$ cat config.mk
export PLATFORM = sky130hd
export DESIGN_NAME = loc_ctrl
export DESIGN_NICKNAME = d
export VERILOG_FILES = /design/src/rtl/core/loc_pkg.sv /design/src/rtl/core/loc_ctrl.sv
export SDC_FILE = /design/constraint.sdc
export NUM_CORES = 1
export LEC_CHECK = 0
export BUFFER_PORTS_ARGS = -buffer_cell sky130_fd_sc_hd__clkbuf_2
export CAP_MARGIN = 15
export CORE_AREA = 3 3 40 42
export DETAILED_ROUTE_END_ITERATION = 8
export DIE_AREA = 0 0 43 45
export SKIP_CTS_REPAIR_TIMING = 1
export SLEW_MARGIN = 20
export SYNTH_ARGS = -nofsm -noshare
export SYNTH_HDL_FRONTEND = slang
export SYNTH_SLANG_ARGS = --single-unit
$ cat constraint.sdc
create_clock -name clk_i -period 2.5 [get_ports clk_i]
set_input_delay 0 -clock clk_i [delete_from_list [all_inputs] [get_ports clk_i]]
set_output_delay 0 -clock clk_i [all_outputs]
set_load 0.03 [all_outputs]
$ cat src/rtl/core/loc_pkg.sv
`timescale 1ns / 1ps

package loc_pkg;

  // default number of stored labels per set
  localparam int unsigned LABEL_DEPTH_DEF = 256;

  // field widths
  localparam int unsigned COORD_W = 32;
  localparam int unsigned LEN_W   = 8;
  localparam int unsigned CFG_W   = 32;
  localparam int unsigned SPAN_W  = CFG_W + LEN_W;

  // configuration register reset values
  localparam logic [CFG_W-1:0] CHAR_WIDTH_RST = 32'h0001_0000;
  localparam logic [CFG_W-1:0] MIN_Y_GAP_RST  = 32'h0001_0000;

  // configuration register indexes
  localparam logic REG_CHAR_WIDTH = 1'b0;
  localparam logic REG_MIN_Y_GAP  = 1'b1;

  // controller to datapath commands
  typedef struct packed {
    logic load;      // capture a new label and store it if the store has room
    logic rd_issue;  // read the next stored label
    logic out_load;  // move the verdict into the result register
  } cmd_t;

  // datapath to controller status
  typedef struct packed {
    logic scan_end;  // all stored labels have been read
    logic busy;      // compare pipeline still holds reads
  } sts_t;

endpackage

$ cat src/rtl/core/loc_ctrl.sv
`timescale 1ns / 1ps

module loc_ctrl (
  input  logic          clk_i,
  input  logic          rst_ni,
  input  logic          in_valid_i,
  output logic          in_ready_o,
  output logic          out_valid_o,
  input  logic          out_ready_i,
  output loc_pkg::cmd_t cmd_o,
  input  loc_pkg::sts_t sts_i
);
  import loc_pkg::*;

  localparam logic [1:0] S_IDLE  = 2'd0;
  localparam logic [1:0] S_SCAN  = 2'd1;
  localparam logic [1:0] S_DRAIN = 2'd2;
  localparam logic [1:0] S_DONE  = 2'd3;

  logic [1:0] state_q, state_d;
  logic       out_valid_q, out_valid_d;

  // next state and commands
  always_comb begin
    state_d         = state_q;
    cmd_o.load      = 1'b0;
    cmd_o.rd_issue  = 1'b0;
    cmd_o.out_load  = 1'b0;
    case (state_q)
      S_IDLE: begin
        if (in_valid_i) begin
          cmd_o.load = 1'b1;
          state_d    = S_SCAN;
        end
      end
      S_SCAN: begin
        if (sts_i.scan_end) begin
          state_d = S_DRAIN;
        end else begin
          cmd_o.rd_issue = 1'b1;
        end
      end
      S_DRAIN: begin
        if (!sts_i.busy) begin
          state_d = S_DONE;
        end
      end
      S_DONE: begin
        if (!out_valid_q || out_ready_i) begin
          cmd_o.out_load = 1'b1;
          state_d        = S_IDLE;
        end
      end
      default: begin
        state_d = S_IDLE;
      end
    endcase
  end

  // result valid flag
  always_comb begin
    out_valid_d = out_valid_q;
    if (cmd_o.out_load) begin
      out_valid_d = 1'b1;
    end else if (out_ready_i) begin
      out_valid_d = 1'b0;
    end
  end

  always_ff @(posedge clk_i or negedge rst_ni) begin
    if (!rst_ni) begin
      state_q     <= S_IDLE;
      out_valid_q <= 1'b0;
    end else begin
      state_q     <= state_d;
      out_valid_q <= out_valid_d;
    end
  end

  assign in_ready_o  = (state_q == S_IDLE);
  assign out_valid_o = out_valid_q;

`ifndef ASSERT_OFF
  // a taken label always starts a scan
  a_load_idle: assert property (@(posedge clk_i) disable iff (!rst_ni)
    cmd_o.load |=> state_q == S_SCAN)
    else $error("load did not start a scan");

  // a pending result is never overwritten
  a_no_overwrite: assert property (@(posedge clk_i) disable iff (!rst_ni)
    (out_valid_q && !out_ready_i) |-> !cmd_o.out_load)
    else $error("pending result overwritten");

  // reads only issued while scanning
  a_rd_in_scan: assert property (@(posedge clk_i) disable iff (!rst_ni)
    cmd_o.rd_issue |-> state_q == S_SCAN && !sts_i.scan_end)
    else $error("read issued outside scan");
`endif

endmodule

[Word-level counts from Yosys, hierarchy flattened]
Cells that the tools add are included.
Storage, ports and cells
  flip-flop bits (word level): 3
  latch bits: 0
  bits in writable memories: 0
  memory bits (read-only): 0
  bits of input ports: 6
  output and inout port bits: 5
  word-level logic and storage cells: 27
  memories kept: 0
Cells by class
  add/subtract/negate cells: 0
  $mul: 0
  divide/modulo/power cells: 0
  order comparisons: 0
  equal/unequal tests: 7
  shift operators: 0
  multiplexer cells: 13
  bitwise logic cells: 0
  reductions and logical operators: 5
Operators with widths (count)
  1-bit 2-to-1 mux: 8
  2-bit 2-to-1 mux: 4
  2-bit != test, second input constant: 4
  2-bit case mux with 4 select lines: 1
  2-bit == test, second input constant: 2
  4-bit AND reduction: 1
  2-bit by 1-bit == test with 1-bit output, second input constant: 1
  2-bit logical NOT: 1
  2-bit nonzero test: 1
  1-bit logical NOT: 1
  1-bit logical OR: 1

[Logic depth before layout (Yosys ltp)]
  depth in word-level cells: 5
  mapped depth: 5

[Least setup slack after synthesis]
No wires, ideal clock.
  kind: register -> register
  start point: register state_q[0]
  end point: register state_q[1]
  arrival time: 1.403 ns
  required time: 2.375 ns
  path slack: 0.972 ns
  stages on the path, launching flop included: 6
  path buffers: 0
  clock period less this slack: 1.528 ns
  cell sequence: dfrtp_1 > inv_1 > ha_1 > nand2b_1 > nand4b_4 > mux2_4
On the way
  word-level cells in the longest chain between the ends: 3
Ends and longest elaborated chain
  from (decl): RTL line loc_ctrl.sv:20  | logic [1:0] state_q, state_d;
  from (signal assigned): RTL line loc_ctrl.sv:75  | state_q <= state_d;
  2-bit logical NOT (*)
  named net in_ready_o: RTL line loc_ctrl.sv:7  | output logic in_ready_o,
  2-bit != test (no source line)
  4-bit AND reduction (no source line)
The timed path passes the listed nets; every way through them passes the cells marked *.
A chain may end at the register's enable or synchronous reset.

[Worst setup path after layout]
  start point: register state_q[0]
  end point: register state_q[1]
On the way
  word-level cells in the longest chain between the ends: 3
Ends and longest elaborated chain
  2-bit == test, or another cell as far along: RTL line loc_ctrl.sv:29  | case (state_q)
  2-bit != test (no source line)
  4-bit AND reduction (no source line)
Several ways; a longest one is shown, not always the timed one.

==> summary.txt <==
Die W = 43 um
Max VDD drop = 352 uV
top layer in use = met4
FMAX = 723 MHz
share of layout cells above drive strength 1 = 0.432
ANT nets after route = 0
worst-skew pair later-pin latency = 0.24 ns
vias per cell = 3.85
Longest Clk Path Bufs = 2
post-synth top area share = 0.287
Final Non-Filler Cells = 52
pwr/cell area = 1320 nW/um^2
startpoint types = flip-flop
crit path launch = state_q[0]
DR WL met2 = 188 um
FF+latch area = 75.1 um^2
endpoints failing setup = 0
status = completed
RSZ-0062 raised after global routing = no
gr ovfl total = 0
core area = 1280 um^2
vias in the first global route = 184
wire length on met1 = 206 um
gp weighted congestion = 0.640
Pint = 0.264 mW
Primary FF master, synth = dfrtp_1
sw frac = 0.444
Final #Nets = 49
Synth area leader = dfrtp_1
CP required = 2.62 ns
worst-path fanout max = 4
critical path class = flip-flop to flip-flop
register area share after synthesis = 0.287
critical path's largest stage delay = 0.39 ns
post-synthesis register bit count = 3
CP Cell Sequence = inv_1 -> ha_1 -> nand2b_1 -> nand4b_4 -> mux2_4
Max Clock Skew = 0.00197 ns
reg2reg start = state_q[0]
final worst path period share = 0.553
EDFF count, synth = 0
CP bufs+invs = 1
synth cell count leaders = ha_1, dfrtp_1, nand2b_1, and2_1, inv_1
most numerous cell in the Yosys netlist = ha_1
Initial Util = 0.204
Hold Path Class = input port to flip-flop
syn avg cell area = 11.4 um^2
FF-to-FF setup slack = 1.12 ns
Final Hold Vio Count = 0
register share of total power = 0.210
placed insts = 47
largest net degree at the start of global routing = 5
cell family with most CP delay = flip-flops
post-synth cell types = 13
CTS clk-pin slew, worst paths = 0.04 ns
Ports = 11
full die area = 1940 um^2
Final TNS setup = 0 ns
diode count = 0
drt wl/cell = 8.52 um
first-pass GRT wire length = 690 um
Crit-path slowest cell = dfrtp_1
IO Port Bufs = 10
capture point of the worst path = state_q[1]
max-cap violation count = 0
Warnings, synthesis = 0
clock sink count = 3
All-Layer GR Usage = 0.0517
reg2reg end = state_q[1]
met3 routed WL = 37 um
Area Overhead vs Synth = 37.3%
Clk pwr share = 0.187
Final min period = 1.38 ns
clk root buf = clkbuf_4
relative slew slack = 0.904
number of fill cells in the layout = 142
TritonCTS clock tree = built
Syn Nets = 34
drt first pass iters = 2
NetSw = 0.211 mW
DRT Wirelength = 443 um
crit end category = flip-flop
Comb pwr share = 0.604
Via Count = 200
Slew @ Worst Pin = 0.140 ns
CTS buffer count = 3
count of final max-slew check failures = 0
FF-to-FF path depth = 5
Async SR Flop Fraction = 1.00
H-tree depth = 1
Die Y-Extent = 45 um
hold-critical path depth = 3
initial antenna violation count = 0
Rows = 13
Leak = 0.190 nW
top cells by area, synth = dfrtp_1, ha_1, nand4b_4
Multi-input gate area = 171 um^2
Synth Cell Area = 262 um^2
cell count after synthesis = 23
initial drt markers = 3
Levels on crit path = 5
Worst Path Arrival = 1.50 ns
DRC Markers = 0
tightest hold or removal path: stages:
cell and delay (ns):
clkbuf_2 0.08, nand2b_1 0.11, nand2b_1 0.06
layout make-up:
cell class	count	share of cell area
Clock buffer	4	0.0732
Inverter	2	0.0209
Multi-Input combinational cell	17	0.477
Sequential cell	3	0.209
Tap cell	15	0.0523
Timing Repair Buffer	11	0.167
power by group through the flow:
| stage | Combinational [mW] | Clock (mW) | Sequential (mW) |
|---|---|---|---|
| 2_1_floorplan | 0.229 | 0 | 0.110 |
| 3_3_place_gp | 0.293 | 0 | 0.0990 |
| 3_5_place_dp | 0.293 | 0 | 0.0986 |
| 4_1_cts | 0.292 | 0.0918 | 0.0997 |
| 5_1_grt | 0.314 | 0.0922 | 0.104 |
| 6_report | 0.286 | 0.0886 | 0.0994 |
cells by family (layout without fill, tap and decap cells):
group,after synthesis,count (layout),share of synthesized area
simple gates,10,10,0.321
buf+inv,3,17,0.0574
flops,3,3,0.287
mux,2,2,0.0957
fa+ha+maj,5,5,0.239
worst min-delay path by stage:
stage	slack [ns]	startpoint	endpoint
floorplan	-0.30	rst_ni	out_valid_o
global placement	-0.20	rst_ni	out_valid_o
detailed placement	-0.20	rst_ni	out_valid_o
CTS	-0.45	rst_ni	out_valid_o
global route	0.09	out_ready_i	out_valid_o
finish	0.05	out_ready_i	out_valid_o
layer usage:
layer / global-route usage / vias up
li1: - / 101
met1: 0.0605 / 88
met2: 0.0659 / 9
met3: 0.0120 / 2
met4: 0.0723 / 0
met5: 0 / -
state kept, by name, summed over array words and instances, names as in the netlist:
| signal | count |
|---|---|
| out_valid_o | 1 |
| state_q | 2 |
metrics by stage:
step           area [um^2]   util  worst slack (ns)  power, mW  hold slack [ns]
5_1_grt                359  0.279              1.04      0.510           0.0884
6_report               359  0.279              1.12      0.474           0.0512
2_1_floorplan          262      -             0.972      0.339           -0.296
4_1_cts                349  0.272              1.10      0.484           -0.453
3_3_place_gp           323  0.251              1.11      0.392           -0.199
3_5_place_dp           323  0.251              1.12      0.391           -0.199
layout by cell type, fill, tap and decap left out:
cell | Yosys | layout
clkbuf_2 | 0 | 10
ha_1 | 5 | 5
nand2b_1 | 3 | 3
clkbuf_4 | 0 | 3
dfrtp_1 | 3 | 3
inv_1 | 2 | 2
and2_1 | 2 | 2
nor2b_4 | 1 | 1
nand2_1 | 1 | 1
nand3b_1 | 1 | 1
nand4b_4 | 1 | 1
mux2_4 | 1 | 1
nor2_1 | 1 | 1
mux2i_1 | 1 | 1
clkbuf_1 | 0 | 1
dlygate4sd3_1 | 0 | 1
Power figures use the tool's default switching activity.
